`config.mk`:
```
export PLATFORM = sky130hd
export DESIGN_NAME = adler32_checksum_flat
export DESIGN_NICKNAME = d
export VERILOG_FILES = /design/src/hw/rtl/adl_pkg.sv /design/src/hw/rtl/adl_if.sv /design/src/hw/rtl/adler32_checksum.sv /design/src/hw/rtl/adl_lane.sv /design/src/hw/rtl/adl_merge.sv /design/src/hw/rtl/adl_update.sv /design/src/flat_wrapper.sv
export SDC_FILE = /design/constraint.sdc
export NUM_CORES = 1
export LEC_CHECK = 0
export BUFFER_PORTS_ARGS = -buffer_cell sky130_fd_sc_hd__clkbuf_2
export CAP_MARGIN = 20
export CORE_UTILIZATION = 57
export CTS_CLUSTER_DIAMETER = 60
export CTS_CLUSTER_SIZE = 14
export DETAILED_ROUTE_END_ITERATION = 16
export GPL_TIMING_DRIVEN = 0
export PLACE_DENSITY = 0.78
export SETUP_SLACK_MARGIN = 0.05
export SLEW_MARGIN = 5
export SYNTH_ARGS = -nofsm -noshare
export SYNTH_HDL_FRONTEND = slang
export SYNTH_SLANG_ARGS = --single-unit
```
`constraint.sdc`:
```
create_clock -name clk_i -period 10.4 [get_ports clk_i]
set_input_delay 0 -clock clk_i [delete_from_list [all_inputs] [get_ports clk_i]]
set_output_delay 0 -clock clk_i [all_outputs]
set_load 0.05 [all_outputs]
```
`src/hw/rtl/adl_pkg.sv`:
```
// adl_pkg: shared constants and types for the adler-32 checksum block
// no dependencies; used by the interfaces and every module in hw/rtl

package adl_pkg;

  // payload widths
  localparam int unsigned SEED_W  = 32;
  localparam int unsigned DATA_W  = 64;
  localparam int unsigned CNT_W   = 4;
  localparam int unsigned CSUM_W  = 32;
  localparam int unsigned BYTE_W  = 8;
  localparam int unsigned HALF_W  = 16;

  // number of bytes a data word carries
  localparam int unsigned DATA_BYTES = DATA_W / BYTE_W;

  // default lane count
  localparam int unsigned LANES_DEF = 8;

  // per-lane weighted byte: 4-bit weight times one byte
  localparam int unsigned PROD_W = CNT_W + BYTE_W;

  // modulus, in the widths that compare against it
  localparam logic [HALF_W-1:0] MOD16 = 16'd65521;
  localparam logic [HALF_W:0]   MOD17 = 17'd65521;

  // 2^16 mod 65521, used to fold the upper bits of the high-sum update
  localparam logic [HALF_W:0] FOLD = 17'd15;

  // width of the unreduced high-sum update: b + n*a + weighted sum
  localparam int unsigned WIDE_W = 21;

  // control fields carried down the pipeline with each word
  typedef struct packed {
    logic              first;
    logic              last;
    logic [HALF_W-1:0] seed_lo;
    logic [HALF_W-1:0] seed_hi;
    logic [CNT_W-1:0]  count;
  } ctrl_t;

  // reduce a 16-bit value modulo 65521 (at most one subtraction)
  function automatic logic [HALF_W-1:0] reduce16(input logic [HALF_W-1:0] v);
    logic [HALF_W-1:0] r;
    r = (v >= MOD16) ? (v - MOD16) : v;
    return r;
  endfunction

endpackage

```
`src/hw/rtl/adl_if.sv`:
```
// adl_in_if / adl_out_if: valid/ready channels of the adler-32 block
// depends on adl_pkg for payload widths

interface adl_in_if;
  import adl_pkg::*;

  logic              valid;
  logic              ready;
  logic [SEED_W-1:0] seed;
  logic [DATA_W-1:0] data_word;
  logic [CNT_W-1:0]  byte_count;
  logic              first;
  logic              last;

  modport source (output valid, seed, data_word, byte_count, first, last, input ready);
  modport sink   (input valid, seed, data_word, byte_count, first, last, output ready);
endinterface

interface adl_out_if;
  import adl_pkg::*;

  logic              valid;
  logic              ready;
  logic [CSUM_W-1:0] checksum;
  logic              final_res;

  modport source (output valid, checksum, final_res, input ready);
  modport sink   (input valid, checksum, final_res, output ready);
endinterface

```
`src/hw/rtl/adler32_checksum.sv`:
```
// adler32_checksum: adler-32 running checksum, up to eight bytes per word
// pipeline: an accepted word passes the lane, merge and sum registers before its result is valid
// throughput: one word per cycle while the receiver does not stall the output; the sum update closes the loop per word
// reset: low sum 1, high sum 0, pipeline empty; async active-low reset
// depends on adl_pkg, adl_if, adl_lane, adl_merge, adl_update

module adler32_checksum #(
  parameter int unsigned LANES = adl_pkg::LANES_DEF
) (
  input  logic       clk_i,
  input  logic       rst_ni,
  adl_in_if.sink     in_i,
  adl_out_if.source  out_o
);
  import adl_pkg::*;

  localparam int unsigned SSUM_W = $clog2(LANES * 255 + 1);
  localparam int unsigned WSUM_W = $clog2(LANES * (LANES + 1) / 2 * 255 + 1);

  logic              en1, en2, en3;
  logic              v1_q, v2_q;
  ctrl_t             ctrl_d, ctrl1_q, ctrl2;
  logic [CNT_W-1:0]  count;
  logic [BYTE_W-1:0] lane_byte [LANES];
  logic [PROD_W-1:0] lane_wt [LANES];
  logic [SSUM_W-1:0] byte_sum;
  logic [WSUM_W-1:0] wt_sum;

  // stage enables, each stage moves when the next one has room
  assign en2        = !v2_q || en3;
  assign en1        = !v1_q || en2;
  assign in_i.ready = en1;

  // byte count saturates at the lane count
  assign count = ({1'b0, in_i.byte_count} > (CNT_W+1)'(LANES)) ?
                 CNT_W'(LANES) : in_i.byte_count;

  // word control with the seed halves reduced
  always_comb begin
    ctrl_d.first   = in_i.first;
    ctrl_d.last    = in_i.last;
    ctrl_d.seed_lo = reduce16(in_i.seed[HALF_W-1:0]);
    ctrl_d.seed_hi = reduce16(in_i.seed[SEED_W-1:HALF_W]);
    ctrl_d.count   = count;
  end

  // stage valids
  always_ff @(posedge clk_i or negedge rst_ni) begin
    if (!rst_ni) begin
      v1_q <= 1'b0;
      v2_q <= 1'b0;
    end else begin
      if (en1) v1_q <= in_i.valid;
      if (en2) v2_q <= v1_q;
    end
  end

  // stage 1 control
  always_ff @(posedge clk_i) begin
    if (en1) ctrl1_q <= ctrl_d;
  end

  // byte lanes
  for (genvar g = 0; g < LANES; g++) begin : g_lane
    adl_lane #(.IDX(g)) u_lane (
      .clk_i       (clk_i),
      .en_i        (en1),
      .data_word_i (in_i.data_word),
      .count_i     (count),
      .byte_o      (lane_byte[g]),
      .weighted_o  (lane_wt[g])
    );
  end

  // lane merge
  adl_merge #(
    .LANES  (LANES),
    .SSUM_W (SSUM_W),
    .WSUM_W (WSUM_W)
  ) u_merge (
    .clk_i          (clk_i),
    .en_i           (en2),
    .ctrl_i         (ctrl1_q),
    .byte_i         (lane_byte),
    .weighted_i     (lane_wt),
    .ctrl_o         (ctrl2),
    .byte_sum_o     (byte_sum),
    .weighted_sum_o (wt_sum)
  );

  // sum update and output register
  adl_update #(
    .SSUM_W (SSUM_W),
    .WSUM_W (WSUM_W)
  ) u_update (
    .clk_i          (clk_i),
    .rst_ni         (rst_ni),
    .valid_i        (v2_q),
    .ctrl_i         (ctrl2),
    .byte_sum_i     (byte_sum),
    .weighted_sum_i (wt_sum),
    .en_o           (en3),
    .out_o          (out_o)
  );

endmodule

```
`src/hw/rtl/adl_lane.sv`:
```
// adl_lane: one byte lane, picks its byte and weights it by its distance to the word end
// depends on adl_pkg

module adl_lane #(
  parameter int unsigned IDX = 0
) (
  input  logic                          clk_i,
  input  logic                          en_i,
  input  logic [adl_pkg::DATA_W-1:0]    data_word_i,
  input  logic [adl_pkg::CNT_W-1:0]     count_i,
  output logic [adl_pkg::BYTE_W-1:0]    byte_o,
  output logic [adl_pkg::PROD_W-1:0]    weighted_o
);
  import adl_pkg::*;

  logic [BYTE_W-1:0] raw_byte;
  logic              lane_on;
  logic [CNT_W-1:0]  weight;
  logic [BYTE_W-1:0] byte_d, byte_q;
  logic [PROD_W-1:0] weighted_d, weighted_q;

  // byte select, positions past the data word read as zero
  if (IDX < DATA_BYTES) begin : g_byte
    assign raw_byte = data_word_i[IDX*BYTE_W +: BYTE_W];
  end else begin : g_zero
    assign raw_byte = '0;
  end

  // lane is active when its position is below the byte count
  assign lane_on = ({1'b0, count_i} > (CNT_W+1)'(IDX));

  // byte i feeds the high sum (count - i) times within the word
  always_comb begin
    weight     = count_i - CNT_W'(IDX);
    byte_d     = lane_on ? raw_byte : '0;
    weighted_d = lane_on ? (PROD_W'(weight) * PROD_W'(raw_byte)) : '0;
  end

  // lane register
  always_ff @(posedge clk_i) begin
    if (en_i) begin
      byte_q     <= byte_d;
      weighted_q <= weighted_d;
    end
  end

  assign byte_o     = byte_q;
  assign weighted_o = weighted_q;

endmodule

```
`src/hw/rtl/adl_merge.sv`:
```
// adl_merge: adds the lane results into a plain byte sum and a weighted sum
// depends on adl_pkg

module adl_merge #(
  parameter int unsigned LANES  = adl_pkg::LANES_DEF,
  parameter int unsigned SSUM_W = 8,
  parameter int unsigned WSUM_W = 8
) (
  input  logic                       clk_i,
  input  logic                       en_i,
  input  adl_pkg::ctrl_t             ctrl_i,
  input  logic [adl_pkg::BYTE_W-1:0] byte_i [LANES],
  input  logic [adl_pkg::PROD_W-1:0] weighted_i [LANES],
  output adl_pkg::ctrl_t             ctrl_o,
  output logic [SSUM_W-1:0]          byte_sum_o,
  output logic [WSUM_W-1:0]          weighted_sum_o
);
  import adl_pkg::*;

  logic [SSUM_W-1:0] bsum_d, bsum_q;
  logic [WSUM_W-1:0] wsum_d, wsum_q;
  ctrl_t             ctrl_q;

  // adder tree over the lanes
  always_comb begin
    bsum_d = '0;
    wsum_d = '0;
    for (int i = 0; i < LANES; i++) begin
      bsum_d = bsum_d + SSUM_W'(byte_i[i]);
      wsum_d = wsum_d + WSUM_W'(weighted_i[i]);
    end
  end

  // merge register
  always_ff @(posedge clk_i) begin
    if (en_i) begin
      bsum_q <= bsum_d;
      wsum_q <= wsum_d;
      ctrl_q <= ctrl_i;
    end
  end

  assign ctrl_o         = ctrl_q;
  assign byte_sum_o     = bsum_q;
  assign weighted_sum_o = wsum_q;

endmodule

```
`src/hw/rtl/adl_update.sv`:
```
// adl_update: running sums and output register of the adler-32 block
// depends on adl_pkg and adl_out_if

module adl_update #(
  parameter int unsigned SSUM_W = 8,
  parameter int unsigned WSUM_W = 8
) (
  input  logic              clk_i,
  input  logic              rst_ni,
  input  logic              valid_i,
  input  adl_pkg::ctrl_t    ctrl_i,
  input  logic [SSUM_W-1:0] byte_sum_i,
  input  logic [WSUM_W-1:0] weighted_sum_i,
  output logic              en_o,
  adl_out_if.source         out_o
);
  import adl_pkg::*;

  logic [HALF_W-1:0] a_d, a_q;
  logic [HALF_W-1:0] b_d, b_q;
  logic [HALF_W-1:0] base_a, base_b;
  logic [HALF_W:0]   a_sum;
  logic [WIDE_W-1:0] b_wide;
  logic [HALF_W:0]   b_fold;
  logic              load;
  logic              valid_q;
  logic [CSUM_W-1:0] csum_q;
  logic              final_q;

  // output register frees up when empty or taken
  assign en_o = !valid_q || out_o.ready;
  assign load = en_o && valid_i;

  // sums update for a whole word: a += S, b += n*a + W (mod 65521)
  always_comb begin
    base_a = ctrl_i.first ? ctrl_i.seed_lo : a_q;
    base_b = ctrl_i.first ? ctrl_i.seed_hi : b_q;

    a_sum = 17'(base_a) + 17'(byte_sum_i);
    a_d   = (a_sum >= MOD17) ? HALF_W'(a_sum - MOD17) : HALF_W'(a_sum);

    b_wide = WIDE_W'(base_b) + (WIDE_W'(ctrl_i.count) * WIDE_W'(base_a))
           + WIDE_W'(weighted_sum_i);
    // fold the bits above 2^16 back in, then one final subtract
    b_fold = (17'(b_wide[WIDE_W-1:HALF_W]) * FOLD) + 17'(b_wide[HALF_W-1:0]);
    b_d    = (b_fold >= MOD17) ? HALF_W'(b_fold - MOD17) : HALF_W'(b_fold);
  end

  // running sums
  always_ff @(posedge clk_i or negedge rst_ni) begin
    if (!rst_ni) begin
      a_q <= 16'd1;
      b_q <= '0;
    end else if (load) begin
      a_q <= a_d;
      b_q <= b_d;
    end
  end

  // output valid
  always_ff @(posedge clk_i or negedge rst_ni) begin
    if (!rst_ni) begin
      valid_q <= 1'b0;
    end else if (en_o) begin
      valid_q <= valid_i;
    end
  end

  // output word
  always_ff @(posedge clk_i) begin
    if (load) begin
      csum_q  <= {b_d, a_d};
      final_q <= ctrl_i.last;
    end
  end

  assign out_o.valid     = valid_q;
  assign out_o.checksum  = csum_q;
  assign out_o.final_res = final_q;

  // sums stay fully reduced
  a_reduced: assert property (@(posedge clk_i) disable iff (!rst_ni) a_q < MOD16)
    else $error("low sum out of range");
  b_reduced: assert property (@(posedge clk_i) disable iff (!rst_ni) b_q < MOD16)
    else $error("high sum out of range");
  // a loaded word always shows the new running sums
  csum_tracks: assert property (@(posedge clk_i) disable iff (!rst_ni)
      load |=> (valid_q && csum_q == {b_q, a_q}))
    else $error("checksum does not match running sums");
  // a word may only load into a free output register
  no_overwrite: assert property (@(posedge clk_i) disable iff (!rst_ni)
      (valid_q && !out_o.ready) |-> !load)
    else $error("output word overwritten while stalled");

endmodule

```
`src/flat_wrapper.sv`:
```
// flat-port wrapper written by rule: the top's interface ports become plain ports
module adler32_checksum_flat import adl_pkg::*;
#(
  parameter int unsigned LANES = adl_pkg::LANES_DEF
)
  (clk_i, rst_ni, in_i_valid, in_i_seed, in_i_data_word, in_i_byte_count, in_i_first, in_i_last, in_i_ready, out_o_valid, out_o_checksum, out_o_final_res, out_o_ready);
  adl_in_if in_i_i ();
  adl_out_if out_o_i ();
  input  logic clk_i;
  input  logic rst_ni;
  input wire logic [$bits(in_i_i.valid)-1:0] in_i_valid;
  input wire logic [$bits(in_i_i.seed)-1:0] in_i_seed;
  input wire logic [$bits(in_i_i.data_word)-1:0] in_i_data_word;
  input wire logic [$bits(in_i_i.byte_count)-1:0] in_i_byte_count;
  input wire logic [$bits(in_i_i.first)-1:0] in_i_first;
  input wire logic [$bits(in_i_i.last)-1:0] in_i_last;
  output wire logic [$bits(in_i_i.ready)-1:0] in_i_ready;
  output wire logic [$bits(out_o_i.valid)-1:0] out_o_valid;
  output wire logic [$bits(out_o_i.checksum)-1:0] out_o_checksum;
  output wire logic [$bits(out_o_i.final_res)-1:0] out_o_final_res;
  input wire logic [$bits(out_o_i.ready)-1:0] out_o_ready;
  assign in_i_i.valid = in_i_valid;
  assign in_i_i.seed = in_i_seed;
  assign in_i_i.data_word = in_i_data_word;
  assign in_i_i.byte_count = in_i_byte_count;
  assign in_i_i.first = in_i_first;
  assign in_i_i.last = in_i_last;
  assign in_i_ready = in_i_i.ready;
  assign out_o_valid = out_o_i.valid;
  assign out_o_checksum = out_o_i.checksum;
  assign out_o_final_res = out_o_i.final_res;
  assign out_o_i.ready = out_o_ready;
  adler32_checksum #(.LANES(LANES)) u_core (.clk_i(clk_i), .rst_ni(rst_ni), .in_i(in_i_i), .out_o(out_o_i));
endmodule
```
=== Word level (Yosys, flattened, before mapping) ===
Index checks and enable logic that the tools add are counted.

* Flip-flop bits (word level): 329
* Bits of input ports: 106
* Output and inout bits: 35

* Add/sub/neg operators: 29
* Multiplexer cells: 7
* Order comparisons: 13
* Multiply operators: 10
* Reductions and logical operators: 7

{| class="wikitable"
|+ Operators with widths
! operator !! count
|-
| $mul A4 B8 Y12 || 8
|-
| $mux W16 || 6
|-
| $add A14 B12 Y14 || 5
|-
| $sub A16 B16 Y16 const B || 4
|-
| $add A11 B8 Y11 || 4
|-
| $ge A17 B16 Y1 const B || 2
|-
| $ge A16 B16 Y1 const B || 2
|-
| $add A16 B20 Y21 || 1
|-
| $add A21 B14 Y21 || 1
|-
| $mul A4 B16 Y20 || 1
|-
| $add A16 B11 Y17 || 1
|-
| $add A9 B16 Y17 || 1
|-
| $gt A4 B3 Y1 const B || 4
|-
| $sub A4 B3 Y4 const B || 4
|-
| $add A13 B12 Y14 || 1
|-
| $add A12 B12 Y13 || 1
|-
| $add A10 B8 Y11 || 1
|-
| $add A9 B8 Y10 || 1
|-
| $add A8 B8 Y9 || 1
|-
| $mul A5 B4 Y9 const B || 1
|-
| $gt A4 B1 Y1 const B || 2
|-
| $gt A4 B2 Y1 const B || 2
|-
| $sub A4 B2 Y4 const B || 2
|-
| $gt A4 B4 Y1 const B || 1
|-
| other kinds (5) || 9
|}

=== Longest topological paths before layout ===
Gate-level depths: netlist of the first run.

* Word-level depth: 8
* Depth in mapped cells: 42
* Mapped depth without buffers: 37

=== Cells and area by module ===
A second synthesis of the first run with hierarchy kept.

* Cell total of the unflattened synthesis: 2750
* Area, all modules: 29415.7 sq um

{| class="wikitable"
|+ By module, submodules not included
! module !! area each (sq um) !! sequential area each (sq um) !! times used !! cells each
|-
| adl_update || 8314.2 || 1818.0 || 1 || 880
|-
| adl_merge || 5855.6 || 1891.8 || 1 || 494
|-
| adl_lane at u_core.g_lane[1].u_lane || 1731.7 || 600.6 || 1 || 164
|-
| adl_lane at u_core.g_lane[3].u_lane || 1730.4 || 600.6 || 1 || 158
|-
| adler32_checksum || 1722.9 || 1191.1 || 1 || 118
|-
| adl_lane at u_core.g_lane[5].u_lane || 1717.9 || 600.6 || 1 || 161
|-
| adl_lane at u_core.g_lane[2].u_lane || 1695.4 || 600.6 || 1 || 159
|-
| adl_lane at u_core.g_lane[0].u_lane || 1677.9 || 600.6 || 1 || 157
|-
| adl_lane at u_core.g_lane[6].u_lane || 1660.3 || 600.6 || 1 || 157
|-
| adl_lane at u_core.g_lane[4].u_lane || 1659.1 || 600.6 || 1 || 151
|-
| adl_lane at u_core.g_lane[7].u_lane || 1650.3 || 600.6 || 1 || 151
|}

=== Worst setup path after synthesis of the first run ===
No wires, ideal clock.

* Kind: reg2reg
* Start: register u_core.u_merge.ctrl_q, in the netlist u_core.u_merge.ctrl_o[37]
* End: register u_core.u_update.b_q[1]
* Arrival time: 9676 ps
* Stages on the path, launching flop included: 34
* Slack: 599 ps
* Path through: edfxtp_1 buf_2 buf_1 clkbuf_1 clkbuf_1 mux2i_1 fa_1 fa_1 fa_1 fa_1 nand2b_1 a211oi_2 o311a_1 o2111ai_1 a21boi_0 o21ai_0 nand2b_1 xor2_1 xor3_1 fa_1 inv_1 fa_1 inv_1 ha_1 o21a_1 o31a_1 or4b_1 o311a_1 nor4b_2 o311a_1 o2111ai_4 nand2_4 mux2_4 mux2_2

* Word-level cells in the longest chain between the ends: 8
* Elaborated cells between the ends (all ways): 10
* Those cells by class: 4 x add/sub; 2 x mul; 1 x order compare; 3 x mux

{| class="wikitable"
|+ RTL lines
! item !! RTL line !! text
|-
| from (decl) || adl_merge.sv:22 || <nowiki>ctrl_t ctrl_q;</nowiki>
|-
| from (signal assigned) || adl_merge.sv:39 || <nowiki>ctrl_q <= ctrl_i;</nowiki>
|-
| $mux W16 || adl_update.sv:36 || <nowiki>base_a = ctrl_i.first ? ctrl_i.seed_lo : a_q;</nowiki>
|-
| $mul A4 B16 Y20 || adl_update.sv:42 || <nowiki>b_wide = WIDE_W'(base_b) + (WIDE_W'(ctrl_i.count) * WIDE_W'(base_a))</nowiki>
|-
| $add A16 B20 Y21 (*) || adl_update.sv:42 ||
|-
| $add A21 B14 Y21 (*) || adl_update.sv:43 || <nowiki>+ WIDE_W'(weighted_sum_i);</nowiki>
|-
| $mul A5 B4 Y9 || adl_update.sv:45 || <nowiki>b_fold = (17'(b_wide[WIDE_W-1:HALF_W]) * FOLD) + 17'(b_wide[HALF_W-1:0]);</nowiki>
|-
| $add A9 B16 Y17 (*) || adl_update.sv:45 ||
|-
| $sub A16 B16 Y16 or $ge A17 B16 Y1 (tied branches) || adl_update.sv:46 || <nowiki>b_d = (b_fold >= MOD17) ? HALF_W'(b_fold - MOD17) : HALF_W'(b_fold);</nowiki>
|-
| $mux W16 (*) || adl_update.sv:46 ||
|-
| named net u_core.u_update.b_d[1] || adl_update.sv:20 || <nowiki>logic [HALF_W-1:0] b_d, b_q;</nowiki>
|-
| to (signal assigned) || adl_update.sv:53 || <nowiki>b_q <= '0;</nowiki>
|-
| to (signal assigned) || adl_update.sv:56 || <nowiki>b_q <= b_d;</nowiki>
|-
| to (decl) || adl_update.sv:20 ||
|}

Mark *: on every way through the listed nets, which the timed path passes. The rest lies on a longest branch.
A chain may end at the register's enable or synchronous reset.

=== Worst setup path in the final report of the first run ===
Ends and elaborated chain as after synthesis.

==> results of run 1 <==
[registers in the layout (all words and copies together) (netlist names)]
signal	flops
u_core.u_update.b_q	16
u_core.u_merge.weighted_sum_o	14
u_core.u_update.a_q	16
u_core.u_update.out_o.checksum	32
u_core.u_merge.ctrl_o	38
u_core.g_lane.u_lane.byte_o	64
u_core.v1_q	1
u_core.ctrl1_q	38
u_core.g_lane.u_lane.weighted_o	96
u_core.u_update.out_o.valid	1
u_core.u_merge.byte_sum_o	11
u_core.u_update.out_o.final_res	1
u_core.v2_q	1
[how the worst max path moves through the flow]
stage | cells past startpoint | start | slack (ns) | to
after floorplan | 33 | u_core.u_merge.ctrl_o[37] | 0.60 | u_core.u_update.b_q[1]
after global placement | 1 | u_core.v1_q | -1.42 | u_core.g_lane[5].u_lane.weighted_o[11]
after detailed placement | 33 | u_core.u_merge.ctrl_o[37] | -1.57 | u_core.u_update.b_q[1]
after CTS | 33 | u_core.u_merge.ctrl_o[37] | 0.09 | u_core.u_update.b_q[1]
after global routing | 35 | u_core.u_merge.ctrl_o[37] | 0.03 | u_core.u_update.b_q[1]
final | 35 | u_core.u_merge.ctrl_o[37] | 0.52 | u_core.u_update.b_q[1]
[layout make-up]
cell class              count  area, sq um  area share, %
plain buffers              52        241.5         0.7526
multi-input cells        1745        16470          51.33
clock buffers              48         1018          3.174
inverters                 408         1531          4.773
repair buffers            277         2135          6.653
clock inverters            18        216.5         0.6746
flip-flops and latches    329         9706          30.25
well taps                 615        769.5          2.398
[metrics by stage]
stage | hold slack (ns) | setup TNS [ns] | utilization [%] | area [sq um] | setup slack [ns]
floorplan | -0.2956 | 0 | - | 27730 | 0.5991
global placement | 0.1782 | -312.30 | 61.03 | 29200 | -1.421
detailed placement | 0.1872 | -44.00 | 61.56 | 29450 | -1.573
CTS | 0.02069 | 0 | 66.63 | 31880 | 0.08962
global route | 0.05288 | 0 | 67.06 | 32090 | 0.02613
finish | 0.04692 | 0 | 67.06 | 32090 | 0.5206
[cell usage after synthesis, types with 21 or more instances]
master      n  area [sq um]
dfrtp_1    34         850.8
o21ai_0    21         105.1
edfxtp_1  294          8828
ha_1      227          2840
a21o_1     27         202.7
inv_1     407          1528
xor2_1     43         376.6
nor2_1    124         465.5
mux2_2     38         427.9
o21bai_1   47         352.8
nand2_1   187         701.9
nor2b_1   117         732.0
a21oi_1   111         555.5
clkbuf_1   45         168.9
xnor2_1    99         867.1
and2_1    181          1132
fa_1      282          5645
nand2b_1   40         250.2
[cells in the final DEF, fill, tap and decap left out, drive strengths merged, types with 10 or more instances in the layout]
| cell | instances |
|---|---|
| o21ai | 25 |
| xor2 | 43 |
| o31ai | 12 |
| edfxtp | 294 |
| and3 | 14 |
| nor2b | 117 |
| nand2 | 188 |
| a21oi | 111 |
| dfrtp | 34 |
| clkbuf | 229 |
| fa | 282 |
| nor2 | 124 |
| buf | 38 |
| a211oi | 11 |
| nand2b | 40 |
| ha | 227 |
| o21bai | 47 |
| mux2 | 39 |
| o21a | 10 |
| inv | 415 |
| nand4 | 10 |
| nor3 | 18 |
| mux2i | 18 |
| a21o | 27 |
| xnor2 | 99 |
| nand3 | 18 |
| dlygate4sd3 | 110 |
| and2 | 181 |
| a21boi | 10 |
[layer usage]
| layer | share of wire [%] | routed length [um] | track usage [%] | vias up |
|---|---|---|---|---|
| li1 | - | - | - | 8931 |
| met1 | 39 | 26050 | 33.23 | 9405 |
| met2 | 51 | 34410 | 50.68 | 559 |
| met3 | 4.4 | 2972 | 3.570 | 175 |
| met4 | 5.6 | 3788 | 14.48 | 0 |
| met5 | 0 | 0 | 0 | - |
[kinds of logic after synthesis]
| family | Yosys count | synth area share [%] |
|---|---|---|
| AND/OR/NAND/NOR | 735 | 13.91 |
| adder cells (fa/ha/maj) | 509 | 30.60 |
| buffers and inverters | 462 | 6.322 |
| flip-flops | 329 | 35.00 |
| AO/OA/AOI/OAI | 301 | 7.351 |
| XOR/XNOR | 143 | 4.571 |
| multiplexers | 57 | 2.247 |
[worst max-delay path: cells and delay by family, from the launching register on]
| family | cells | cell delay, ns |
|---|---|---|
| compound gates | 10 | 2.12 |
| xor+xnor | 2 | 0.68 |
| fa+ha+maj | 7 | 3.38 |
| buf+inv | 7 | 0.78 |
| flops | 1 | 0.32 |
| mux | 3 | 0.95 |
| simple gates | 6 | 1.49 |
[timing repair]
action,4_1_cts,5_1_grt
pin swaps,0,5
resized for setup,22,20
hold endpoints to repair,137,8
buffers inserted,0,8
setup endpoints to repair,32,32
hold buffers,109,1
==> results_dict.tcl, run 1 <==
set metrics [dict create \
    ant_nets 0 \
    layout_min_cycle_time_ns 9.879 \
    grt_max_degree 36 \
    critical_path_class "reg -> reg" \
    clkLatencyLatePin_ns 0.56 \
    clkSlewWorstSetupHoldPaths_ns 0.06 \
    async_flop_share_pct 10.64 \
    synthFlopType "edfxtp_1" \
    track_usage_pct 28.27 \
    maxCapViolations 0 \
    slowest_stage "fa_1" \
    drt_iter0_markers 1133 \
    cts_buffer_depth 3 \
    syn_area_sq_mm 0.02773 \
    overflow 0 \
    r2r_end "u_core.u_update.b_q[1]" \
    fin_skew_ns 0.02157 \
    fin_cells 3492 \
    cp_max_fo 10 \
    worst_setup_path_end_kind "register" \
    worstMarginPinSlew_ns 1.137 \
    dp_cells 3309 \
    nFillCells 3563 \
    core_sq_mm 0.04785 \
    final_nets 3465 \
    firstDrtPassIters 5 \
    viasPerCell 5.461 \
    cts.sinks 329 \
    ff2ff_setup_slack_ns 0.52 \
    area_growth_pct 15.71 \
    yosysUniqueCellTypes 78 \
    slew_headroom_pct 24.21 \
    synth_edf_count 294 \
    drive_gt1_share_pct 10.95 \
    clockRootBuffer "clkbuf_16" \
    worstPathRequired_ns 10.83 \
    h-tree-depth 2 \
    syn-num-nets 3151 \
    gp_congestion 0.9121 \
    io_pins 141 \
    hp-class "in -> reg" \
    synth_area_per_cell_sq_um 10.93 \
    reg2reg_from "u_core.u_merge.ctrl_o[37]" \
    setup_viol 0 \
    die-area_sq_mm 0.04953 \
    antenna_cells 0 \
    arrival_ns 10.31 \
    r2r_cells 35 \
    fp.dieH_um 222.6 \
    buffer_ports.inserted 140 \
    avgRoutedWirePerCell_um 19.25 \
    wl_um 67210 \
    via_count 19070 \
    ys_seq_area_share_pct 35.00 \
    synthCells 2536 \
    finalMaxSlewViolations 0 \
    cts_tree "done" \
    holdPathEnd "u_core.g_lane[3].u_lane.weighted_o[11]" \
    cp_slowest_stage_delay_ns 0.55 \
    fmax_ghz 0.1012 \
    dp_hpwl_um 53460 \
    first_global_vias 20300 \
    die_w_um 222.6 \
    hp-start "in_i_byte_count[3]" \
    rsz0062_at_grt "false" \
    start_util_pct 57.96 \
    synth_warnings 0 \
    status "complete, no violations" \
    grt_antenna_before_repair 0 \
    finalCritPeriodShare_pct 94.99 \
    post-route-drc-count 0 \
    crit_path_frequent_cell "fa_1" \
    ys_seq_elements 329 \
    cp-start-kind "register" \
    rows 80 \
    holdPathStages 3 \
    grt_pass1_wl_um 107700 \
    numCtsBuffers 37 \
    finalHoldViolCount 0 \
]
Power of run 1 is left out: the tool's default activity adds up to more than one toggle a clock period on the data nets, which glitch-free logic cannot reach.
==> run 2: changes to the inputs <==
- CORE_UTILIZATION: 57 -> 59
- CTS_BUF_LIST: unset -> sky130_fd_sc_hd__clkbuf_2
- PLACE_DENSITY: 0.78 -> 0.8
==> results_dict.tcl, run 2 (synthesis results as in run 1) <==
set metrics [dict create \
    status "complete, no violations" \
    cts.sinks 329 \
    arrival_ns 10.90 \
    slowest_stage "fa_1" \
    clkLatencyLatePin_ns 1.05 \
    dp_cells 3302 \
    rsz0062_at_grt "false" \
    finalCritPeriodShare_pct 96.04 \
    gp_congestion 0.9219 \
    cts_tree "done" \
    start_util_pct 59.69 \
    dp_hpwl_um 54010 \
    critical_path_class "reg -> reg" \
    nFillCells 3239 \
    finalMaxSlewViolations 0 \
    post-route-drc-count 0 \
    clkSlewWorstSetupHoldPaths_ns 0.31 \
    wl_um 72350 \
    numCtsBuffers 35 \
    grt_antenna_before_repair 2 \
    pre_cts_ws_ns -1.623 \
    worst_setup_path_end_kind "register" \
    worstPathRequired_ns 11.32 \
    fin_skew_ns 0.09527 \
    fp.dieH_um 218.8 \
    largest_register_ffs 96 \
    io_pins 141 \
    final_nets 3648 \
    cp-start-kind "register" \
    setup_viol 0 \
    cp_max_fo 10 \
    rows 79 \
    viasPerCell 5.513 \
    firstDrtPassIters 5 \
    layout_commonest_cell "inv_1" \
    hold_ws_ns 0.05592 \
    clockRootBuffer "clkbuf_2" \
    maxCapViolations 0 \
    fin_util_pct 71.24 \
    slew_headroom_pct 30.21 \
    fin_cells 3666 \
    grt_max_degree 35 \
    h-tree-depth 2 \
    layout_min_cycle_time_ns 9.988 \
    crit_path_frequent_cell "fa_1" \
    worst_slack_ns 0.4120 \
    overflow 0 \
    area_growth_pct 19.36 \
    worstMarginPinSlew_ns 1.047 \
    core_sq_mm 0.04646 \
    hp-class "in -> reg" \
    drive_gt1_share_pct 10.35 \
    via_count 20210 \
    avgRoutedWirePerCell_um 19.74 \
    final_cell_mix "407 x inv_1, 294 x dlygate4sd3_1, 294 x edfxtp_1" \
    ant_nets 0 \
    cp_slowest_stage_delay_ns 0.56 \
    die-area_sq_mm 0.04787 \
    die_w_um 218.8 \
    grt_pass1_wl_um 113600 \
    first_global_vias 21650 \
    drt_iter0_markers 1335 \
    track_usage_pct 31.27 \
    buffer_ports.inserted 140 \
    fmax_ghz 0.1001 \
    finalHoldViolCount 0 \
    cts_buffer_depth 3 \
]
-- run 2: routing by layer --
metal,part of all wire (%),vias to the layer above,global-route usage [%],routed length [um]
met4,6.3,0,17.80,4566
li1,-,9298,-,-
met1,38,10060,36.10,27430
met5,0,-,0,0
met2,51,643,55.90,37170
met3,4.4,204,4.019,3197
-- run 2: path summary, 6_finish.rpt --
path,from,end,slack [ns],cells after the start
min in group asynchronous,rst_ni,u_core.u_update.a_q[0],0.57,4
setup reg to reg,u_core.u_merge.ctrl_o[37],u_core.u_update.b_q[1],0.41,37
setup / recovery,u_core.u_merge.ctrl_o[37],u_core.u_update.b_q[1],0.41,37
hold reg to reg,u_core.ctrl1_q[27],u_core.u_merge.ctrl_o[27],0.42,0
hold / removal,out_o_ready,u_core.ctrl1_q[7],0.06,3
max in group asynchronous,rst_ni,u_core.u_update.b_q[3],9.54,5
-- run 2: cell type report --
| class | instances | area [sq um] | area share [%] |
|---|---|---|---|
| Multi-Input combinational cell | 1745 | 16460 | 49.72 |
| Inverter | 408 | 1531 | 4.627 |
| Buffer | 53 | 247.7 | 0.7485 |
| Clock inverter | 17 | 201.4 | 0.6086 |
| Antenna cell | 5 | 12.51 | 0.03780 |
| Sequential cell | 329 | 9706 | 29.32 |
| Timing Repair Buffer | 461 | 3976 | 12.01 |
| Clock buffer | 41 | 205.2 | 0.6200 |
| Tap cell | 607 | 759.5 | 2.295 |
-- run 2: worst max-delay path, delay by kind of cell, from the launching register on --
kind,cells,cell delay (ns)
buffers and inverters,9,1.17
AO/OA/AOI/OAI,11,2.15
multiplexers,3,1.00
AND/OR/NAND/NOR,5,1.33
XOR/XNOR,2,0.49
flip-flops,1,0.38
adder cells (fa/ha/maj),7,3.32
-- run 2: per-stage QoR --
step                TNS [ns]  area [sq um]
finish                     0         33100
global route               0         33090
CTS                        0         32940
detailed placement    -45.52         29450
global placement     -273.22         29190
floorplan                  0         27730
-- run 2: timing repair --
| item | 4_1_cts | 5_1_grt |
|---|---|---|
| hold endpoints to repair | 313 | 0 |
| setup endpoints to repair | 32 | 32 |
| pin swaps | 0 | 6 |
| resized for setup | 24 | 18 |
| hold buffers | 295 | 0 |
| setup buffers | 1 | 6 |
Power of run 2 is left out for the same reason.
